$ cat src/rrt_pkg.sv
package rrt_pkg;

  localparam int CAPACITY_DEF  = 64;
  localparam int NUM_KINDS_DEF = 4;
  localparam int CNT_W         = 7;
  localparam int ENTRY_W       = 32 * 6 + 3 + 1;

  localparam logic [2:0] OP_ENQUEUE  = 3'd0;
  localparam logic [2:0] OP_MARK     = 3'd1;
  localparam logic [2:0] OP_RELEASE  = 3'd2;
  localparam logic [2:0] OP_CANCEL   = 3'd3;
  localparam logic [2:0] OP_CONTAINS = 3'd4;
  localparam logic [2:0] OP_STATS    = 3'd5;

  localparam logic [1:0] ST_OK       = 2'd0;
  localparam logic [1:0] ST_INVALID  = 2'd1;
  localparam logic [1:0] ST_CONFLICT = 2'd2;
  localparam logic [1:0] ST_FULL     = 2'd3;

  typedef struct packed {
    logic [2:0]  opcode;
    logic [31:0] key_handle;
    logic [31:0] asset_ident;
    logic [2:0]  resource_kind;
    logic [31:0] ticket_id;
    logic [31:0] texture_id;
    logic [31:0] mesh_id;
    logic [31:0] shader_id;
  } rrt_in_t;

  typedef struct packed {
    logic [1:0]  status_code;
    logic        matched;
    logic [6:0]  live_entries;
    logic [6:0]  queued_entries;
    logic [6:0]  retiring_entries;
    logic [63:0] released_sum;
    logic [63:0] released_of_kind;
  } rrt_out_t;

  typedef struct packed {
    logic [31:0] handle;
    logic [31:0] asset;
    logic [2:0]  kind;
    logic [31:0] ticket;
    logic [31:0] texture;
    logic [31:0] mesh;
    logic [31:0] shader;
    logic        retiring;
  } rrt_entry_t;

  // controller -> datapath
  typedef struct packed {
    logic load;      // capture input item, clear scan
    logic scan_rd;   // issue read of scan index
    logic scan_chk;  // compare returned entry
    logic rd_last;   // read last live entry
    logic commit;    // apply update
    logic wr_move;   // write last entry into hit slot
  } rrt_cmd_t;

  // datapath -> controller
  typedef struct packed {
    logic scan_done;
    logic found;
    logic need_move;
  } rrt_sts_t;

endpackage

$ cat src/rrt_ctrl.sv
module rrt_ctrl (
  input  logic              clk,
  input  logic              rst_n,
  input  logic              in_valid,
  output logic              in_ready,
  output logic              out_valid,
  input  logic              out_ready,
  input  rrt_pkg::rrt_sts_t sts,
  output rrt_pkg::rrt_cmd_t cmd
);
  import rrt_pkg::*;

  typedef enum logic [6:0] {
    S_IDLE  = 7'b0000001,
    S_READ  = 7'b0000010,
    S_CHECK = 7'b0000100,
    S_LAST  = 7'b0001000,
    S_WAIT  = 7'b0010000,
    S_MOVE  = 7'b0100000,
    S_OUT   = 7'b1000000
  } state_t;

  state_t state_r, state_nxt;
  logic   move_r;

  assign in_ready  = state_r == S_IDLE;
  assign out_valid = state_r == S_OUT;

  always_comb begin
    cmd = '0;
    state_nxt = state_r;
    unique case (state_r)
      S_IDLE: if (in_valid) begin
        cmd.load = 1'b1; state_nxt = S_READ;
      end
      S_READ: begin
        if (sts.scan_done) state_nxt = S_LAST;
        else begin
          cmd.scan_rd = 1'b1; state_nxt = S_CHECK;
        end
      end
      S_CHECK: begin
        cmd.scan_chk = 1'b1; state_nxt = S_READ;
      end
      // read the last entry before the count drops
      S_LAST: begin
        cmd.rd_last = 1'b1; state_nxt = S_WAIT;
      end
      S_WAIT: begin
        cmd.commit = 1'b1;
        state_nxt = move_r ? S_MOVE : S_OUT;
      end
      S_MOVE: begin
        cmd.wr_move = 1'b1; state_nxt = S_OUT;
      end
      S_OUT: if (out_ready) state_nxt = S_IDLE;
      default: state_nxt = S_IDLE;
    endcase
  end

  always_ff @(posedge clk) begin
    if (!rst_n) begin
      state_r <= S_IDLE; move_r <= 1'b0;
    end else begin
      state_r <= state_nxt;
      if (state_r == S_LAST) move_r <= sts.need_move;
    end
  end
endmodule

$ cat config.mk
export PLATFORM = sky130hd
export DESIGN_NAME = rrt_ctrl
export DESIGN_NICKNAME = d
export VERILOG_FILES = /design/src/rrt_pkg.sv /design/src/rrt_ctrl.sv
export SDC_FILE = /design/constraint.sdc
export NUM_CORES = 1
export LEC_CHECK = 0
export BUFFER_PORTS_ARGS = -buffer_cell sky130_fd_sc_hd__buf_2
export CAP_MARGIN = 10
export CORE_AREA = 3 3 40 42
export DETAILED_ROUTE_END_ITERATION = 6
export DIE_AREA = 0 0 43 45
export SYNTH_ARGS = -nofsm -noshare
export SYNTH_HDL_FRONTEND = slang
export SYNTH_SLANG_ARGS = --single-unit
$ cat constraint.sdc
create_clock -name clk -period 1.9 [get_ports clk]
set_input_delay 0.38 -clock clk [delete_from_list [all_inputs] [get_ports clk]]
set_output_delay 0.38 -clock clk [all_outputs]
set_load 0.005 [all_outputs]
# Yosys cells after proc, flatten, opt, wreduce, memory -nomap -nowiden

Cells that the tools add are included.

Eq/ne operators: 9
Muxes and demuxes: 13
Reductions and logical operators: 1

Operator list:

| kind               | count |
|---|---|
| $pmux 7 s7         | 1 |
| $mux 7             | 3 |
| $mux 1             | 8 |
| $eq 7x1->1 const B | 1 |
| $eq 7x2->1 const B | 1 |
| $eq 7x3->1 const B | 1 |
| $eq 7x4->1 const B | 1 |
| $eq 7x5->1 const B | 1 |
| $eq 7x6->1 const B | 1 |
| $eq 7x7->1 const B | 1 |
| $mux 4             | 1 |
| $ne 2x1->1 const B | 1 |
| $ne 2x2->1 const B | 1 |
| $reduce_and 2->1   | 1 |

Bits in registers: 8
Input port bits: 7

# Longest topological paths before layout

Gate-level depths: netlist of the first run.

Depth after elaboration: 3
Mapped depth: 5
Depth with buffers taken out: 4

# Worst setup path before layout of the first run

Ideal clock, no wire load.

Path kind: register to output
Start point: register state_r[3]
End point: output cmd[5] (netlist name)
Arrival: 1.446 ns
Data required time: 1.520 ns
Path slack: 0.074 ns
Cell stages (with the launch flop): 6
Path buffers: 1
Cells stage by stage: dfxtp_1 buf_6 or4_4 or2_1 nor2_1 and2_1

RTL lines:

| element                | line           | text |
|---|---|---|
| start, declared        | rrt_ctrl.sv:23 | `state_t state_r, state_nxt;` |
| start signal, assigned | rrt_ctrl.sv:65 | `state_r <= state_nxt;` |
| end, declared          | rrt_ctrl.sv:9  | `output rrt_pkg::rrt_cmd_t cmd` |

==> results, run 1 <==
- The final layout contains 83 nets.
- The endpoint arrival time on the critical path is 1.69 ns.
- The switching part of the total is 30.7%.
- The commonest non-fill, non-tap cell in the layout is sky130_fd_sc_hd__buf_2.
- The multi-input gate area in the final layout is 278 µm².
- The clock-pin slew on the worst setup and hold paths is 0.07 ns.
- The final count of pins violating max slew was 0.
- By area, the combinational part of the netlist is dominated by simple AND/OR/NAND/NOR gates.
- The reported net switching power is 0.000139 W.
- The detailed router placed 475 vias in this run.
- The buffer depth of the longest clock path is 2.
- The clock root buffer is sky130_fd_sc_hd__clkbuf_4.
- 0 antenna diodes ended up in the layout.
- Timing analysis after detailed placement gives a worst setup slack of 0.0666 ns.
- The initial core utilization is 34.6%.
- Adding up every negative setup slack in the final design gives -0.364 ns.
- Summed over all layers, the routed wires come to 1.05 mm.
- Entering global routing, the biggest net connects 8 pins.
- The chip width is 43 µm.
- The share of synthesized flip-flops with an asynchronous set or reset is 0%.
- After synthesis the netlist holds a flip-flop and latch count of 8.
- The number of hold violations in the final report came to 0.
- Summed over all layers, the global routing overflow is 0.
- The worst-case IR drop observed on VDD is 0.000375 V.
- The final cell count without fillers is 89.
- In this run the static leakage power is 0.277 nW.
- The final reports fail on setup timing.
- The count of nets left with antenna violations after detail routing is 0.
- The final critical path time including I/O delays and setup is 2.07 ns.
- The area share of fa/ha/maj cells after synthesis is 0%.
- The critical path data required time is 1.52 ns.
- Fill cells in the final layout number 121.
- Setup repair after global routing could not meet its margin everywhere.
- The pre-antenna-repair detailed-routing pass consisted of 4 iterations.
- The later-pin clock latency in the skew report is 0.27 ns.
- The via count of the first global-routing pass is 377.
- The final worst setup slack is -0.172 ns.
- The setup clock skew after layout is 0.0167 ns.
- The total cell area at the placement stage is 532 µm².
- TritonCTS built the clock tree.
- The number of placed instances with taps included is 83.
- Static timing analysis puts the maximum clock frequency at 483 MHz.
- The post-DP HPWL is 719 µm.
- The count of pins on the block boundary is 15.
- The endpoint kind of the worst setup timing path is an output port.
- After routing the design area is 596 µm².
- At the end of routability-driven placement, the weighted congestion stood at 0.777.
- The aggregate global-route resource usage is 11.9%.
- Along the worst path, the maximum fanout reaches 2.
- The power density over cell area is 757 nW/µm².
- The number of antenna violations at the first check in global routing is 0.
- STA classifies the critical path startpoint as a flip-flop.
- The portion of the clock cycle consumed by the worst path in the final layout is 109%.
- The post-synthesis net count is 61.
- In this run, post-CTS hold repair placed 0 buffers.
- The region available for standard cell placement spans 1280 µm².
- The max-cap check violation count is 0.
- The worst setup path is of the flip-flop to output port kind.
- The number of cells produced by synthesis is 54.
- The netlist area before placement is 444 µm².
- The synthesized netlist devotes 15.8% of its cell area to compound gates.
- Clock tree synthesis found a total of 8 sinks.
- The number of remaining DRC errors is 0.
- The sequential fraction of the synthesis area is 36.1%.
- The CTS buffer count is 3.
- The clock network fraction of design power is 30.3%.
- The average detailed-routed wire length per instance is 11.7 µm.
- The transition at the pin with the smallest max-transition slack is 0.310 ns.
- The count of different cell masters after synthesis is 27.
- The normalized max-slew margin is 79.2%.
- In the layout the commonest cells are sky130_fd_sc_hd__buf_2 (13), sky130_fd_sc_hd__nor2_1 (7), sky130_fd_sc_hd__dfxtp_1 (6).
- The CTS H-tree depth is 1.
- The proportion of layout cells with a drive suffix above 1 is 39.2%.
- The number of endpoints failing setup at the final stage is 3.
- Dividing the detail-routed via count by the number of cells gives 5.34.
- The floorplan step set the die height to 45 µm.
- The area of the die is 1940 µm².
- For this run, the number of Yosys warnings is 0.
- The worst hold path belongs to the class input port to flip-flop.
- In this run, synthesis inferred 0 flip-flops with an integrated enable.
- The average cell area after synthesis is 8.23 µm².
- The total internal power is 0.000312 W.
- The wire length of the first global-routing pass is 1.61 mm.
- Sequential cells burn 43.1% of the power.
- The initial detailed-routing violation count is 12.
- Among all flip-flop cells after synthesis, the most frequent one is sky130_fd_sc_hd__dfxtp_1.
- The final-layout worst hold slack is 0.300 ns.
- Of the total synthesized cell area, the portion taken by AND, OR, NAND and NOR gates is 39.7%.
- From synthesis to final layout, the design area changed by 34.1%.
- Of the total power, combinational logic draws 26.6%.
- The flow ran to the end, but the final reports show violations.
- The multiplexer fraction of the synthesized cell area is 2.25%.
- The sequential cells in the finished layout cover a total of 163 µm².
- The xor and xnor area share after synthesis is 1.97%.
- In this run the core area contains 13 standard-cell rows.
- In this run the tool buffered the top-level ports with 13 buffer cells.
-- area by class of cell --
class / count / share of cell area [%]
Clock buffer: 3 / 3.78
Inverter: 2 / 1.26
Multi-Input combinational cell: 43 / 46.6
Sequential cell: 8 / 27.3
Tap cell: 15 / 3.15
Timing Repair Buffer: 18 / 17.9
-- critical path, cell delays in order, from the launching register on --
cell	delay (ns)
sky130_fd_sc_hd__dfxtp_2	0.32
sky130_fd_sc_hd__or4_4	0.53
sky130_fd_sc_hd__or2_4	0.27
sky130_fd_sc_hd__nor2_4	0.10
sky130_fd_sc_hd__and2_1	0.12
sky130_fd_sc_hd__buf_2	0.10
-- cells in the mapped netlist, drive strengths merged, types with 2 or more instances --
cell type  number  share of area [%]
inv             2                1.7
nor3            4                4.5
nor2            9                7.6
o21ai           4                5.4
nand2           2                1.7
nand2b          3                4.2
nor3b           2                3.4
nor2b           3                4.2
dfxtp           8                 36
-- kinds of logic (layout without fill, tap and decap cells) --
group,after synthesis,count (layout)
AND/OR/NAND/NOR,31,31
AO/OA/AOI/OAI,10,10
multiplexers,1,1
flip-flops,8,8
XOR/XNOR,1,1
buffers and inverters,3,23
-- per-layer routing --
| layer | share of wire (%) | global-route usage, % | wire length [µm] | up-vias |
|---|---|---|---|---|
| met1 | 44 | 12.1 | 457 | 224 |
| met2 | 47 | 19.8 | 494 | 12 |
| met4 | 1.3 | 7.23 | 14 | 0 |
| met5 | 0 | 0 | 0 | - |
| met3 | 7.5 | 5.98 | 78 | 2 |
| li1 | - | - | - | 237 |
-- state kept, by name, summed over array words and instances (netlist names) --
register	cells
state_r	7
move_r	1
-- timing repair --
action / 4_1_cts / 5_1_grt
pin swaps: 4 / 4
endpoints found under the hold margin: 0 / 0
setup buffers: 2 / 1
resized for setup: 1 / 6
setup endpoints to repair: 3 / 6
-- through the flow --
| step | power, W | util [%] |
|---|---|---|
| after floorplan | 0.000255 | - |
| after global placement | 0.000285 | 41.4 |
| after global routing | 0.000483 | 46.3 |
| after detailed placement | 0.000286 | 41.4 |
| after CTS | 0.000434 | 44.4 |
| final | 0.000451 | 46.3 |
-- power groups by stage --
stage / sequential, W / combinational [W] / clock (W)
final: 0.000194 / 0.000120 / 0.000137
after global routing: 0.000195 / 0.000135 / 0.000153
after CTS: 0.000193 / 0.0000947 / 0.000146
after detailed placement: 0.000197 / 0.0000886 / 0
after global placement: 0.000197 / 0.0000882 / 0
after floorplan: 0.000193 / 0.0000628 / 0
-- final timing paths --
check | start | end | slack (ns) | cells after the start
setup / recovery | state_r[6] | cmd[5] | -0.17 | 5
hold / removal | sts[2] | state_r[2] | 0.30 | 2
setup reg to reg | state_r[6] | state_r[3] | 0.29 | 4
hold reg to reg | move_r | state_r[5] | 0.49 | 1
Power figures use the tool's default switching activity.
==> run 2, diff against run 1 <==
- TNS_END_PERCENT: unset -> 1
- clock period: 1.9 -> 1.88 ns (I/O delays scaled with it)
==> run 2 against run 1 <==
Effect of this change:
- the flow still finishes with violations (setup timing)
- cell count is 1.1% lower
- sequential power hardly changed
- die area stayed put
- register-to-register slack hardly changed
- clock power hardly changed
- utilization is 0.39 points higher
- final area is 0.84% higher
- setup slack worse by 0.015 ns
- sequential share of layout area is 0.23 points lower
- via count is 8.0% lower
- non-clock buffer count is 1 lower
- global-route usage is 0.82 points lower
- largest cell class unchanged
- largest power group unchanged
- highest routed layer is now met3
==> results, run 2 (synthesis gave the netlist of run 1 again) <==
- The signal on the critical path passes through or4_4, or2_4, nor2_4, and2_1, buf_2.
- The routing usage on met2 was 17.4% (-2.4 points).
- The flip-flop count of the largest register, all copies and words added is 7 (unchanged).
- The synthesis-to-layout area growth is 35.2%.
- The CTS H-tree depth is 1 (unchanged).
- The final critical path takes up 110% of the cycle.
- The first-pass detailed-route iteration total was 2 (-2).
- The normalized max-slew margin is 81.6% (+2.4 points).
- The critical-path maximum fanout is 2 (unchanged).
- The per-cell via count in the routed design is 4.97 (-7.0%).
- The count of clock tree sinks is 8 (unchanged).
- The tree is rooted in a sky130_fd_sc_hd__clkbuf_4.
- The number of remaining DRC errors was 0 (unchanged).
- The pre-CTS worst setup slack is 0.0461 ns (-0.0205 ns).
- The die span in y is 45 µm (unchanged).
- The reported net switching power is 0.000136 W (-1.7%).
- The core footprint was 1280 µm² (unchanged).
- The most used routing layer is met2.
- The final reports fail on setup timing.
- The endpoint arrival time on the critical path is 1.69 ns (about the same).
- The critical path data required time is 1.50 ns (-0.02 ns).
- The flow ran to the end, but the final reports show violations.
- Ranked by flip-flop count, first place goes to state_r.
- The wire length of the first global-routing pass is 1.59 mm (-0.87%).
- The cell with the largest stage delay on the worst path is sky130_fd_sc_hd__or4_4.
- The final count of pins violating max slew is 0 (unchanged).
- The switching part of the total is 30.5% (-0.29 points).
- The site row count is 13 (unchanged).
- Based on the critical path, the design can be clocked at up to 484 MHz.
- The logic gate share of total power is 25.9% (-0.7 points).
- The clock-pin slew on the worst setup and hold paths is 0.06 ns (about the same).
- The number of hold violations in the final report is 0 (unchanged).
- The final routed wirelength across all metal layers is 1.05 mm (+0.38%).
- The largest registers in the layout are state_r: 7 flops, move_r: 1 flops.
- The net count of the finished layout is 82 (-1.2%).
- The total inserted antenna cells is 0 (unchanged).
- Leaving out fill and tap cells, the most frequent cell in the layout is sky130_fd_sc_hd__buf_2.
- The aggregate global-route resource usage came to 11.1% (-0.82 points).
- The critical path startpoint category is a flip-flop.
- The number of endpoints failing setup at the final stage is 3 (unchanged).
- The final critical path time including I/O delays and setup is 2.07 ns.
- Setup repair after global routing could not meet its margin everywhere.
- The max-cap check violation count is 0 (unchanged).
- The count of pins on the block boundary is 15 (unchanged).
- The initial detailed-routing violation count is 7 (-5).
- The count of input and output buffers is 13 (unchanged).
- The global route total overflow is 0 (unchanged).
- The number of placed instances with taps included is 83 (unchanged).
- The count of filler cells inserted in the layout is 136 (+12%).
- The buffer depth of the longest clock path is 2 (unchanged).
- The post-DP HPWL is 740 µm (+3.0%).
- The portion of total power attributed to sequential cells is 43.9% (+0.8 points).
- The final weighted congestion in routability-driven placement is 0.773 (-0.50%).
- The met3 global-route usage is 5.98% (unchanged).
- The average detailed-routed wire length per instance is 11.9 µm (+1.5%).
- The peak supply drop is 0.000322 V (-14%).
- In the layout the commonest cells are sky130_fd_sc_hd__buf_2 (13), sky130_fd_sc_hd__nor2_1 (6), sky130_fd_sc_hd__dfxtp_1 (6).
- The leakage power is 0.278 nW (+0.35%).
- The maximum number of pins on one net before global-route repair was 8 (unchanged).
- The critical path is of the flip-flop to output port type.
- The post-cts hold buffer count is 0 (unchanged).
- The area of the die is 1940 µm² (unchanged).
- The setup clock skew after layout is 0.00659 ns (-0.0101 ns).
- The endpoint kind of the worst setup timing path is an output port.
- The met1 global-route usage is 13.6% (+1.5 points).
- The min-delay analysis places its worst path in the category input port to flip-flop.
- The via count of the first global-routing pass was 389 (+3.2%).
- The number of antenna violations at the first check in global routing came to 0 (unchanged).
- The total internal power was 0.000311 W (-0.37%).
- The transition at the pin with the smallest max-transition slack is 0.272 ns (-0.0380 ns).
- The later-pin clock latency in the skew report came to 0.26 ns (about the same).
- The final cell count without fillers came to 88 (-1.1%).
- The chip width is 43 µm (unchanged).
- The final worst setup slack is -0.187 ns (-0.0149 ns).
- The power density over cell area came to 745 nW/µm² (-1.6%).
- The CTS buffer count is 3 (unchanged).
- The clock network fraction of design power came to 30.2% (about the same).
- TritonCTS built the clock tree.
- The initial core utilization was 34.6% (unchanged).
- The proportion of layout cells with a drive suffix above 1 is 42.5% (+3.3 points).
- The count of nets left with antenna violations after detail routing came to 0 (unchanged).
- The largest incremental delay on the critical path is 0.53 ns (about the same).
- The count of vias placed by the detailed router is 437 (-8.0%).
==> run 2: cell types whose count changed in the layout (fill, tap and decap cells not counted), sizes merged <==
cell,previous run,this run
buf,18,17
==> run 2: what timing repair did <==
item,CTS,global route
resized for setup,1,9
setup endpoints to repair,4,7
buffers inserted,2,0
pin swaps,4,4
==> run 2: final cells by class <==
class / count / area, µm² / share of cell area, %
clock buffers: 3 / 22.5 / 3.75
inverters: 2 / 7.51 / 1.25
multi-input cells: 43 / 290 / 48.3
flip-flops and latches: 8 / 163 / 27.1
well taps: 15 / 18.8 / 3.13
repair buffers: 17 / 98.8 / 16.5
==> run 2: power by group through the flow <==
stage	Clock (W)	Combinational [W]	Sequential (W)
floorplan	0	0.0000634	0.000195
global placement	0	0.0000891	0.000199
detailed placement	0	0.0000896	0.000198
CTS	0.000143	0.0000958	0.000194
global route	0.000151	0.000131	0.000199
finish	0.000135	0.000116	0.000197
==> run 2: final timing paths <==
path / slack, ns / to / from / cells past startpoint
setup / recovery: -0.19 / cmd[5] / state_r[4] / 5
hold reg to reg: 0.50 / state_r[5] / move_r / 1
setup reg to reg: 0.28 / state_r[1] / state_r[4] / 4
hold / removal: 0.31 / state_r[2] / sts[2] / 2
==> run 2: per-stage QoR <==
stage	utilization (%)	setup TNS, ns	cell area [µm²]	power, W	hold WS, ns
global route	46.7	-0.636	601	0.000481	0.316
finish	46.7	-0.446	601	0.000448	0.309
CTS	44.4	-0.426	571	0.000433	0.299
floorplan	-	0	444	0.000258	0.455
detailed placement	41.4	0	532	0.000288	0.502
global placement	41.4	0	532	0.000288	0.500
==> run 2: routing by layer <==
metal  share of wire [%]  up-vias  wire length (µm)
met3                 6.9        0                72
met4                   0        0                 0
li1                    -      233                 -
met5                   0        -                 0
met1                  43      192               449
met2                  50       12               527
==> run 2: critical path: cells and delay by family (launching register included) <==
family	cells	cell delay, ns
AND/OR/NAND/NOR	4	1.01
flip-flops	1	0.32
buffers and inverters	1	0.10
